==> config.mk <==
export PLATFORM = sky130hd
export DESIGN_NAME = binary_max_heap_queue
export DESIGN_NICKNAME = d
export VERILOG_FILES = /design/src/bmhq_pkg.sv /design/src/bmhq_ram.sv /design/src/binary_max_heap_queue.sv
export SDC_FILE = /design/constraint.sdc
export NUM_CORES = 2
export LEC_CHECK = 0
export BUFFER_PORTS_ARGS = -buffer_cell sky130_fd_sc_hd__buf_2
export CELL_PAD_IN_SITES_DETAIL_PLACEMENT = 1
export CELL_PAD_IN_SITES_GLOBAL_PLACEMENT = 1
export CORE_MARGIN = 3
export CORE_UTILIZATION = 46
export CTS_CLUSTER_DIAMETER = 80
export DETAILED_ROUTE_END_ITERATION = 8
export PLACE_DENSITY = 0.71
export SETUP_SLACK_MARGIN = 0.02
export SYNTH_ARGS = -nofsm -noshare
export SYNTH_HDL_FRONTEND = slang
export SYNTH_SLANG_ARGS = --single-unit
==> constraint.sdc <==
create_clock -name clk -period 10.8 [get_ports clk]
set_input_delay 1.62 -clock clk [delete_from_list [all_inputs] [get_ports clk]]
set_output_delay 1.62 -clock clk [all_outputs]
set_load 0.01 [all_outputs]
==> src/bmhq_pkg.sv <==
package bmhq_pkg;

  // Fixed field widths of the command and response transactions.
  localparam int KEY_W      = 32;
  localparam int TAG_PORT_W = 16;
  localparam int CNT_OUT_W  = 7;
  localparam int STATUS_W   = 2;

  // Command codes carried on in_tuser.
  typedef enum logic {
    CMD_INSERT  = 1'b0,
    CMD_EXTRACT = 1'b1
  } cmd_t;

  // Status codes carried on out_tuser.
  typedef enum logic [STATUS_W-1:0] {
    ST_OK    = 2'd0,
    ST_FULL  = 2'd1,
    ST_EMPTY = 2'd2
  } status_t;

  // Sequencer states, one-hot.
  typedef enum logic [7:0] {
    S_IDLE     = 8'b0000_0001,
    S_UP_CMP   = 8'b0000_0010,
    S_EXT_ROOT = 8'b0000_0100,
    S_EXT_LAST = 8'b0000_1000,
    S_DN_LEFT  = 8'b0001_0000,
    S_DN_CMP   = 8'b0010_0000,
    S_WR_CUR   = 8'b0100_0000,
    S_DONE     = 8'b1000_0000
  } state_t;

endpackage

==> src/bmhq_ram.sv <==
module bmhq_ram #(
  parameter int WIDTH = 48,
  parameter int DEPTH = 64
) (
  input  logic                     clk,
  input  logic                     we,
  input  logic [$clog2(DEPTH)-1:0] waddr,
  input  logic [WIDTH-1:0]         wdata,
  input  logic [$clog2(DEPTH)-1:0] raddr,
  output logic [WIDTH-1:0]         rdata
);

  logic [WIDTH-1:0] mem [DEPTH];

  // One write port and one read port with registered read data.
  always_ff @(posedge clk) begin
    if (we) begin
      mem[waddr] <= wdata;
    end
    rdata <= mem[raddr];
  end

endmodule

==> src/binary_max_heap_queue.sv <==
// Channel   Direction  Handshake              Payload
// in_       slave      in_tvalid/in_tready    tdata: key, tag; tuser: command
// out_      master     out_tvalid/out_tready  tdata: key, tag, count; tuser: status
//
// An insert moves each smaller parent down as the new item climbs, at most log2(CAPACITY)
// levels. An extract returns the root and sinks the last item, reading the left and then the
// right child per level, both children sharing one memory read port; S_WR_CUR writes the item
// if it reaches the bottom. A rejected command goes straight to the response. Reset clears
// the count and control state only. A stalled response holds in the output register while the
// next command is accepted; that command waits at its end until the register frees.
module binary_max_heap_queue
  import bmhq_pkg::*;
#(
  parameter int CAPACITY = 64,
  parameter int TAG_BITS = 16
) (
  input  logic        clk,
  input  logic        rst_n,
  input  logic        in_tvalid,
  output logic        in_tready,
  input  logic [47:0] in_tdata,   // key_in [31:0], tag_in [47:32]
  input  logic        in_tuser,   // cmd [0]
  output logic        out_tvalid,
  input  logic        out_tready,
  output logic [55:0] out_tdata,  // key_out [31:0], tag_out [47:32], count_out [54:48]
  output logic [1:0]  out_tuser   // status [1:0]
);

  localparam int TAG_W  = (TAG_BITS < TAG_PORT_W) ? TAG_BITS : TAG_PORT_W;
  localparam int ITEM_W = KEY_W + TAG_W;
  localparam int IDX_W  = $clog2(CAPACITY);
  localparam int CNT_W  = $clog2(CAPACITY + 1);
  localparam int CW     = IDX_W + 2;

  state_t               state_r, state_nxt;
  logic [IDX_W-1:0]     pos_r, pos_nxt;
  logic [CNT_W-1:0]     cnt_r, cnt_nxt;
  logic [ITEM_W-1:0]    cur_r, cur_nxt;
  logic [ITEM_W-1:0]    lft_r, lft_nxt;
  status_t              res_status_r, res_status_nxt;
  logic [KEY_W-1:0]     res_key_r, res_key_nxt;
  logic [TAG_W-1:0]     res_tag_r, res_tag_nxt;
  logic                 out_valid_r, out_valid_nxt;
  logic [55:0]          out_data_r, out_data_nxt;
  status_t              out_status_r, out_status_nxt;

  logic                 mem_we;
  logic [IDX_W-1:0]     mem_waddr;
  logic [ITEM_W-1:0]    mem_wdata;
  logic [IDX_W-1:0]     mem_raddr;
  logic [ITEM_W-1:0]    mem_rdata;

  logic [CW-1:0]        pos_ext, cnt_ext, lft_idx, rgt_idx, big_idx, nxt_lft;
  logic                 rgt_ok, take_rgt;
  logic [ITEM_W-1:0]    big_item;
  logic [IDX_W-1:0]     par_idx;
  logic [CNT_W+CNT_OUT_W-1:0] cnt_wide;
  logic [ITEM_W-1:0]    in_item;

  function automatic logic [IDX_W-1:0] parent_of(input logic [IDX_W-1:0] i);
    parent_of = (i - IDX_W'(1)) >> 1;
  endfunction

  function automatic logic key_lt(input logic [ITEM_W-1:0] a, input logic [ITEM_W-1:0] b);
    key_lt = $signed(a[KEY_W-1:0]) < $signed(b[KEY_W-1:0]);
  endfunction

  // Heap storage.
  bmhq_ram #(
    .WIDTH(ITEM_W),
    .DEPTH(CAPACITY)
  ) u_ram (
    .clk  (clk),
    .we   (mem_we),
    .waddr(mem_waddr),
    .wdata(mem_wdata),
    .raddr(mem_raddr),
    .rdata(mem_rdata)
  );

  // Index arithmetic around the current position.
  always_comb begin
    in_item  = {in_tdata[KEY_W +: TAG_W], in_tdata[KEY_W-1:0]};
    pos_ext  = CW'(pos_r);
    cnt_ext  = CW'(cnt_r);
    lft_idx  = (pos_ext << 1) + CW'(1);
    rgt_idx  = lft_idx + CW'(1);
    rgt_ok   = rgt_idx < cnt_ext;
    take_rgt = rgt_ok && key_lt(lft_r, mem_rdata);
    big_item = take_rgt ? mem_rdata : lft_r;
    big_idx  = take_rgt ? rgt_idx : lft_idx;
    nxt_lft  = (big_idx << 1) + CW'(1);
    par_idx  = parent_of(pos_r);
    cnt_wide = {{CNT_OUT_W{1'b0}}, cnt_r};
  end

  // Sequencer: one memory read per step; a sink step compares both children and the larger one.
  always_comb begin
    state_nxt      = state_r;
    pos_nxt        = pos_r;
    cnt_nxt        = cnt_r;
    cur_nxt        = cur_r;
    lft_nxt        = lft_r;
    res_status_nxt = res_status_r;
    res_key_nxt    = res_key_r;
    res_tag_nxt    = res_tag_r;
    out_valid_nxt  = out_valid_r && !out_tready;
    out_data_nxt   = out_data_r;
    out_status_nxt = out_status_r;
    mem_we         = 1'b0;
    mem_waddr      = pos_r;
    mem_wdata      = cur_r;
    mem_raddr      = '0;

    unique case (state_r)
      S_IDLE: begin
        if (in_tvalid) begin
          res_status_nxt = ST_OK;
          res_key_nxt    = '0;
          res_tag_nxt    = '0;
          if (cmd_t'(in_tuser) == CMD_INSERT) begin
            if (cnt_r == CNT_W'(CAPACITY)) begin
              res_status_nxt = ST_FULL;
              state_nxt      = S_DONE;
            end else begin
              cur_nxt = in_item;
              pos_nxt = cnt_r[IDX_W-1:0];
              cnt_nxt = cnt_r + CNT_W'(1);
              if (cnt_r == '0) begin
                state_nxt = S_WR_CUR;
              end else begin
                mem_raddr = parent_of(cnt_r[IDX_W-1:0]);
                state_nxt = S_UP_CMP;
              end
            end
          end else begin
            if (cnt_r == '0) begin
              res_status_nxt = ST_EMPTY;
              state_nxt      = S_DONE;
            end else begin
              mem_raddr = '0;
              cnt_nxt   = cnt_r - CNT_W'(1);
              state_nxt = S_EXT_ROOT;
            end
          end
        end
      end

      // Climb while the parent key is strictly smaller.
      S_UP_CMP: begin
        mem_we = 1'b1;
        if (key_lt(mem_rdata, cur_r)) begin
          mem_wdata = mem_rdata;
          pos_nxt   = par_idx;
          if (par_idx == '0) begin
            state_nxt = S_WR_CUR;
          end else begin
            mem_raddr = parent_of(par_idx);
          end
        end else begin
          state_nxt = S_DONE;
        end
      end

      // Root is returned; the last item is fetched next.
      S_EXT_ROOT: begin
        res_key_nxt = mem_rdata[KEY_W-1:0];
        res_tag_nxt = mem_rdata[ITEM_W-1:KEY_W];
        mem_raddr   = cnt_r[IDX_W-1:0];
        state_nxt   = S_EXT_LAST;
      end

      S_EXT_LAST: begin
        cur_nxt = mem_rdata;
        pos_nxt = '0;
        if (cnt_r == '0) begin
          state_nxt = S_DONE;
        end else if (cnt_r > CNT_W'(1)) begin
          mem_raddr = IDX_W'(1);
          state_nxt = S_DN_LEFT;
        end else begin
          state_nxt = S_WR_CUR;
        end
      end

      S_DN_LEFT: begin
        lft_nxt   = mem_rdata;
        mem_raddr = rgt_idx[IDX_W-1:0];
        state_nxt = S_DN_CMP;
      end

      // Sink while the larger child key is strictly greater.
      S_DN_CMP: begin
        mem_we = 1'b1;
        if (key_lt(cur_r, big_item)) begin
          mem_wdata = big_item;
          pos_nxt   = big_idx[IDX_W-1:0];
          if (nxt_lft < cnt_ext) begin
            mem_raddr = nxt_lft[IDX_W-1:0];
            state_nxt = S_DN_LEFT;
          end else begin
            state_nxt = S_WR_CUR;
          end
        end else begin
          state_nxt = S_DONE;
        end
      end

      S_WR_CUR: begin
        mem_we    = 1'b1;
        state_nxt = S_DONE;
      end

      // Load the response register once it is free.
      S_DONE: begin
        if (!out_valid_r || out_tready) begin
          out_valid_nxt  = 1'b1;
          out_status_nxt = res_status_r;
          out_data_nxt   = {1'b0, cnt_wide[CNT_OUT_W-1:0],
                            TAG_PORT_W'(res_tag_r), res_key_r};
          state_nxt      = S_IDLE;
        end
      end

      default: begin
        state_nxt = S_IDLE;
      end
    endcase
  end

  // Control state.
  always_ff @(posedge clk) begin
    if (!rst_n) begin
      state_r     <= S_IDLE;
      cnt_r       <= '0;
      out_valid_r <= 1'b0;
    end else begin
      state_r     <= state_nxt;
      cnt_r       <= cnt_nxt;
      out_valid_r <= out_valid_nxt;
    end
  end

  // Payload state.
  always_ff @(posedge clk) begin
    pos_r        <= pos_nxt;
    cur_r        <= cur_nxt;
    lft_r        <= lft_nxt;
    res_status_r <= res_status_nxt;
    res_key_r    <= res_key_nxt;
    res_tag_r    <= res_tag_nxt;
    out_data_r   <= out_data_nxt;
    out_status_r <= out_status_nxt;
  end

  assign in_tready  = (state_r == S_IDLE);
  assign out_tvalid = out_valid_r;
  assign out_tdata  = out_data_r;
  assign out_tuser  = out_status_r;

endmodule

After elaboration in Yosys (flattened, before gate mapping)

Memory sizes are Yosys's and may differ from the RTL's. A register that Yosys moved wholly into a read port is not among the register bits.
Index checks and enable logic that the tools add are counted.

$add $sub $neg: 8
$lt $le $gt $ge: 6
Equal/unequal tests: 18
Multiplexer cells: 54
Reduce and logical (&&, ||, !) cells: 18

Operator list:

| operator            | count |
|---|---|
| $mux 48             | 6 |
| $pmux 48 s2         | 2 |
| $lt 32x32->1        | 3 |
| $mux 8              | 9 |
| $pmux 32 s2         | 1 |
| $pmux 8 s8          | 1 |
| $mux 6              | 9 |
| $mux 7              | 7 |
| $pmux 6 s6          | 1 |
| $mux 32             | 1 |
| $pmux 16 s2         | 1 |
| $pmux 6 s4          | 1 |
| $mux 5              | 4 |
| $add 8x1->8 const B | 2 |
| $lt 8x7->1          | 2 |
| $mux 16             | 1 |
| $ne 2x2->1 const B  | 8 |
| $sub 6x1->6 const B | 2 |
| $add 7x1->8 const B | 1 |
| $eq 8x1->1 const B  | 1 |
| $eq 8x2->1 const B  | 1 |
| $eq 8x3->1 const B  | 1 |
| $eq 8x4->1 const B  | 1 |
| $eq 8x5->1 const B  | 1 |
| other kinds (23)    | 37 |

Register bits: 225
RAM bits: 3,072
Output and inout bits: 60
Logic and storage cells: 116
Memories kept: 1

Memories:

| name      | depth | width | read ports | clocked after memory_dff | wr ports | line           | text |
|---|---|---|---|---|---|---|---|
| u_ram.mem | 64    | 48    | 1          | 1                        | 1        | bmhq_ram.sv:13 | `logic [WIDTH-1:0] mem [DEPTH];` |

Depth between registers and ports, before layout

Word-level depth: 10
Depth in mapped cells: 35
Depth with buffers taken out: 26

Cells and area by module

A second synthesis with hierarchy kept.

Cells, all modules: 6,137
Area, all modules: 129,630.6 um2

Modules (own cells, without submodules):

| module                | instances | cells each | area an instance (um2) | sequential area each (um2) |
|---|---|---|---|---|
| bmhq_ram              | 1         | 4,970      | 117,139.8              | 93,209.4 |
| binary_max_heap_queue | 1         | 1,167      | 12,490.7               | 6,596.3 |

Worst setup path after synthesis

OpenSTA, ideal clock, no wires.

Path type: register -> register
Start point: register pos_r[2] (netlist: mem_waddr[2])
End point: memory u_ram.mem[0][37], data pin
Library setup time: 0.702 ns
Arrival: 7.886 ns
Setup slack: 2.213 ns
Cell stages (with the launch flop): 25
Period minus slack after synthesis: 8.587 ns
Cell sequence: edfxtp_1 buf_2 nand3_1 nor2_1 xor2_1 ha_1 a211o_1 or2_1 nor4b_2 nor2_1 buf_2 clkbuf_1 clkbuf_1 a21oi_1 ha_1 a2111oi_0 o21ai_0 o211ai_1 o2111ai_1 or3_1 and2_1 nand2_1 clkbuf_1 a21oi_1 o21ai_0

Word-level cells in the longest chain between the ends: 8

Ends and longest elaborated chain:

| item                     | line                         | text |
|---|---|---|
| start: declaration       | binary_max_heap_queue.sv:36  | `logic [IDX_W-1:0] pos_r, pos_nxt;` |
| start signal: assignment | binary_max_heap_queue.sv:246 | `pos_r <= pos_nxt;` |
| $add 7x1->8 (*)          | binary_max_heap_queue.sv:86  | `lft_idx = (pos_ext << 1) + CW'(1);` |
| $add 8x1->8 (*)          | binary_max_heap_queue.sv:87  | `rgt_idx = lft_idx + CW'(1);` |
| $lt 8x7->1 (*)           | binary_max_heap_queue.sv:88  | `rgt_ok = rgt_idx < cnt_ext;` |
| $logic_and 1x1->1 (*)    | binary_max_heap_queue.sv:89  | `take_rgt = rgt_ok && key_lt(lft_r, mem_rdata);` |
| $mux 48 (*)              | binary_max_heap_queue.sv:90  | `big_item = take_rgt ? mem_rdata : lft_r;` |
| $lt 32x32->1             | binary_max_heap_queue.sv:65  | `key_lt = $signed(a[KEY_W-1:0]) < $signed(b[KEY_W-1:0]);` |
| $mux 48 (*)              | binary_max_heap_queue.sv:195 | `if (key_lt(cur_r, big_item)) begin` |
| $pmux 48 s2 (*)          | binary_max_heap_queue.sv:115 | `unique case (state_r)` |
| net mem_wdata[37]        | binary_max_heap_queue.sv:49  | `logic [ITEM_W-1:0] mem_wdata;` |
| end: declaration         | bmhq_ram.sv:13               |  |

Mark *: on every way through the listed nets, which the timed path passes. The rest lies on a longest branch.

Worst setup path in the final report

Start point: register pos_r[0] (netlist: mem_waddr[0])
End point: register u_ram.rdata[20] (read register of u_ram.mem)

Word-level cells in the longest chain between the ends: 10
Elaborated cells between the ends (all ways): 17
Those cells by class: 5 x add/sub; 3 x order compare; 7 x mux; 2 x reduce/logical

Ends and longest elaborated chain:

| item              | line                         | text |
|---|---|---|
| $add 7x1->8       | binary_max_heap_queue.sv:86  |  |
| $add 8x1->8       | binary_max_heap_queue.sv:87  |  |
| $lt 8x7->1        | binary_max_heap_queue.sv:88  |  |
| $logic_and 1x1->1 | binary_max_heap_queue.sv:89  |  |
| $mux 7            | binary_max_heap_queue.sv:91  | `big_idx = take_rgt ? rgt_idx : lft_idx;` |
| $add 8x1->8       | binary_max_heap_queue.sv:92  | `nxt_lft = (big_idx << 1) + CW'(1);` |
| $lt 8x7->1        | binary_max_heap_queue.sv:198 | `if (nxt_lft < cnt_ext) begin` |
| $mux 6            | binary_max_heap_queue.sv:198 |  |
| $mux 6            | binary_max_heap_queue.sv:195 |  |
| $pmux 6 s6 (*)    | binary_max_heap_queue.sv:115 |  |
| end: declaration  | bmhq_ram.sv:10               | `output logic [WIDTH-1:0] rdata` |

Mark *: on every way between the ends. The rest lies on a longest branch, timed or not.
A chain may end at the register's enable or synchronous reset.

==> key figures <==
Final layout
  – Fraction of layout cells with a size suffix above 1: 12.8%
  – Final Util: 53.3%
  – Layout area overhead: 14.6%
  – Final nets: 10300
  – Post-Layout Cell Count: between 10000 and 15000

CTS
  – Worst-Skew Late Latency: 0.98 ns
  – TritonCTS Buffers: 354
  – H-tree Lvls: 5
  – Clock root cell: clkbuf_16
  – CTS hold repair buffers: 0
  – Clock Tree Buf Depth: 4
  – CTS tree: done
  – Num Clock Sinks: 3345
  – Worst-path clk slew: 0.07 ns

Routing
  – Drt pass-1 iters: 8
  – DRT antenna net count: 0
  – DRT iter0 DRCs: 16600
  – Routed vias: 98600
  – DRC viols: 0
  – Via density: slightly below 7
  – WL/cell: 39.0 um
  – Drt total wl: 562000 um

Hold path
  – HP Start: res_status_r[0]
  – Hold/Removal Path Class: reg -> reg

Critical path
  – Critical Path Source: mem_waddr[0]
  – Crit-path slowest cell: a2111oi_0
  – Critical Path Fanout Max: 36
  – Category of the most critical setup path: reg -> reg
  – Worst path arrival time: 11.18 ns
  – R2R Path Start: mem_waddr[0]
  – Worst EP required: between 10 and 15 ns
  – CP Capture Type: flip-flop
  – Crit-path leading delay family: simple AND/OR/NAND/NOR gates
  – Worst path bufs/invs: 4
  – Crit start category: flip-flop
  – Critical Path Max Stage Delay: 0.70 ns
  – Most used cell, CP: ha_1

Status
  – Outcome: finished, violations left
  – Failing checks: max-capacitance violations

Pwr
  – Leakage: roughly 53 nW
  – Pwr dens: ~240 nW/um^2
  – Part of the power in registers: approximately 42%
  – P_int: 0.0248 W
  – Combinational power share: between 20% and 30%
  – Max VDD drop: 0.000175 V
  – Clock Power Share: about a third
  – Switching Share: 34.6%
  – Switch Pwr: 0.0131 W

Logic synthesis
  – Gate Count Post-Synth: 9891
  – Share of the synthesized area in the top cell type: between 70 and 80%
  – Yosys warning total: 0
  – Dominant cell type by area after synthesis: edfxtp_1
  – Post-synth EDFFs: 3281
  – Sequential-to-total area share from yosys stat: 73.5%
  – Synthesized area: between 100000 and 150000 um^2
  – Distinct cell type count after synthesis: 106
  – Syn_nets: 10100
  – Ranking of synthesized cells by area: edfxtp_1 (73%), nand2_1 (5.9%), nand3_1 (3.0%)
  – Async set or reset register ratio after synthesis: 0%
  – Seq cells post-synth: 3345
  – Synth cell count leaders: edfxtp_1 (3281), nand2_1 (2145), nand3_1 (808)
  – Count leader, synth: edfxtp_1
  – Mean Syn Cell Area: roughly 14 um^2
  – Post-synth top flop: edfxtp_1

Timing
  – Max frequency: 95.1 MHz
  – Final worst path period share: 97.4%
  – Tmin final: about 11 ns
  – Hold Violations, Final: 0
  – Worst relative slew slack: 1.12%
  – RSZ-0062 raised after global routing: no
  – Slew @ Worst Pin: 1.48 ns
  – Hold WS: 0.378 ns
  – Setup tns final: 0 ns
  – Final setup vio count: 0
  – Clock skew: approximately 0.074 ns
  – Slack of the critical path: around 0.28 ns
  – Max Slew Vio Count: 0

Global route
  – Vias in the first global route: 97700
  – First-pass GRT wire length: 772000 um
  – Largest net degree at the start of global routing: 121
  – Total Routing Usage GR: 36.3%
  – Initial antenna violation count: 28
  – Final global-route overflow total: 0

Place
  – Post-DP HPWL: between 300000 and 400000 um
  – IO buf count: approximately 110
  – Worst slack at placement: 0.0697 ns
  – Placed cells: approximately 14000
  – Routability cong.: 0.922

Floorplan
  – Die Span X: 549 um
  – IO Pins: 113
  – Initial cell density of the core: 46.5%
  – Rows: 198
  – Die area: between 300000 and 400000 um^2
  – CORE AREA: roughly 300000 um^2
  – Die H: 549 um

Run
  – Max-cap violations: 1
metal layers:
layer	wire length [um]	global-route usage, %	part of all wire [%]	up-vias
met5	147	0	0.026	-
met3	77600	10.8	14	2041
met4	41300	22.2	7.3	16
li1	-	-	-	38200
met1	198000	46.9	35	50300
met2	245000	54.1	44	8028
logic make-up (layout without fill, tap and decap cells):
family / Yosys count / count (layout) / synth area share, %
flip-flops: 3345 / 3345 / 73.5
adder cells (fa/ha/maj): 110 / 110 / 1.01
other: 1 / 29 / 0.00276
buffers and inverters: 756 / 1348 / 2.67
multiplexers: 273 / 273 / 2.05
AO/OA/AOI/OAI: 1559 / 1559 / 8.07
XOR/XNOR: 18 / 18 / 0.116
AND/OR/NAND/NOR: 3829 / 3830 / 12.6
state kept, by name (all words and copies together) (netlist names):
name / cells
lft_r: 48
mem_waddr: 6
u_ram.rdata: 48
res_status_r: 2
out_tuser: 2
cnt_r: 7
out_tdata: 55
u_ram.mem: 3072
cur_r: 48
out_tvalid: 1
res_key_r: 32
state_r: 8
res_tag_r: 16
path summary, 6_finish.rpt:
kind | to | cells after the start | slack [ns]
max reg2reg | u_ram.rdata[20] | 28 | 0.28
min reg2reg | out_tuser[0] | 0 | 0.38
max | u_ram.rdata[20] | 28 | 0.28
min | out_tuser[0] | 0 | 0.38
power by group through the flow:
stage                     sequential, W  clock [W]  combinational, W
after detailed placement         0.0159          0           0.00931
final                            0.0157     0.0124           0.00980
after global routing             0.0157     0.0129            0.0101
after floorplan                  0.0157          0           0.00525
after global placement           0.0159          0           0.00901
after CTS                        0.0157     0.0124           0.00942
through the flow:
stage	total power [W]	cell area, um^2
floorplan	0.0209	136000
global placement	0.0249	144000
detailed placement	0.0252	144000
CTS	0.0375	156000
global route	0.0388	156000
finish	0.0379	156000
placed cells by master, fill, tap and decap left out, types with 104 or more instances in the layout:
master     netlist  routed
a21oi_1        259     258
ha_1           110     110
a211oi_1       271     269
and3_1         357     357
a311oi_1       104     104
edfxtp_1      3281    3281
buf_2          295     111
clkbuf_16        0     355
a31oi_1        194     193
mux2i_1        238     238
buf_4           83     410
nor2_1         204     132
nand3_1        808     807
nand2_1       2145    2141
o21ai_0        181     163
repair_timing:
item,in CTS,in global routing
cloned,1,0
setup endpoints to repair,5,5
pin swaps,1,1
resized for setup,2,3
buffers inserted,0,4
cell type report:
| type | count | area (um^2) |
|---|---|---|
| Clock inverter | 207 | 2210 |
| Clock buffer | 449 | 9420 |
| Sequential cell | 3345 | 99800 |
| Multi-Input combinational cell | 5791 | 34000 |
| Fill cell | 28300 | 137000 |
| Tap cell | 3900 | 4880 |
| Inverter | 102 | 383 |
| Antenna cell | 28 | 70.1 |
| Timing Repair Buffer | 590 | 5010 |
Note: power is estimated with default switching activity, not from simulation.
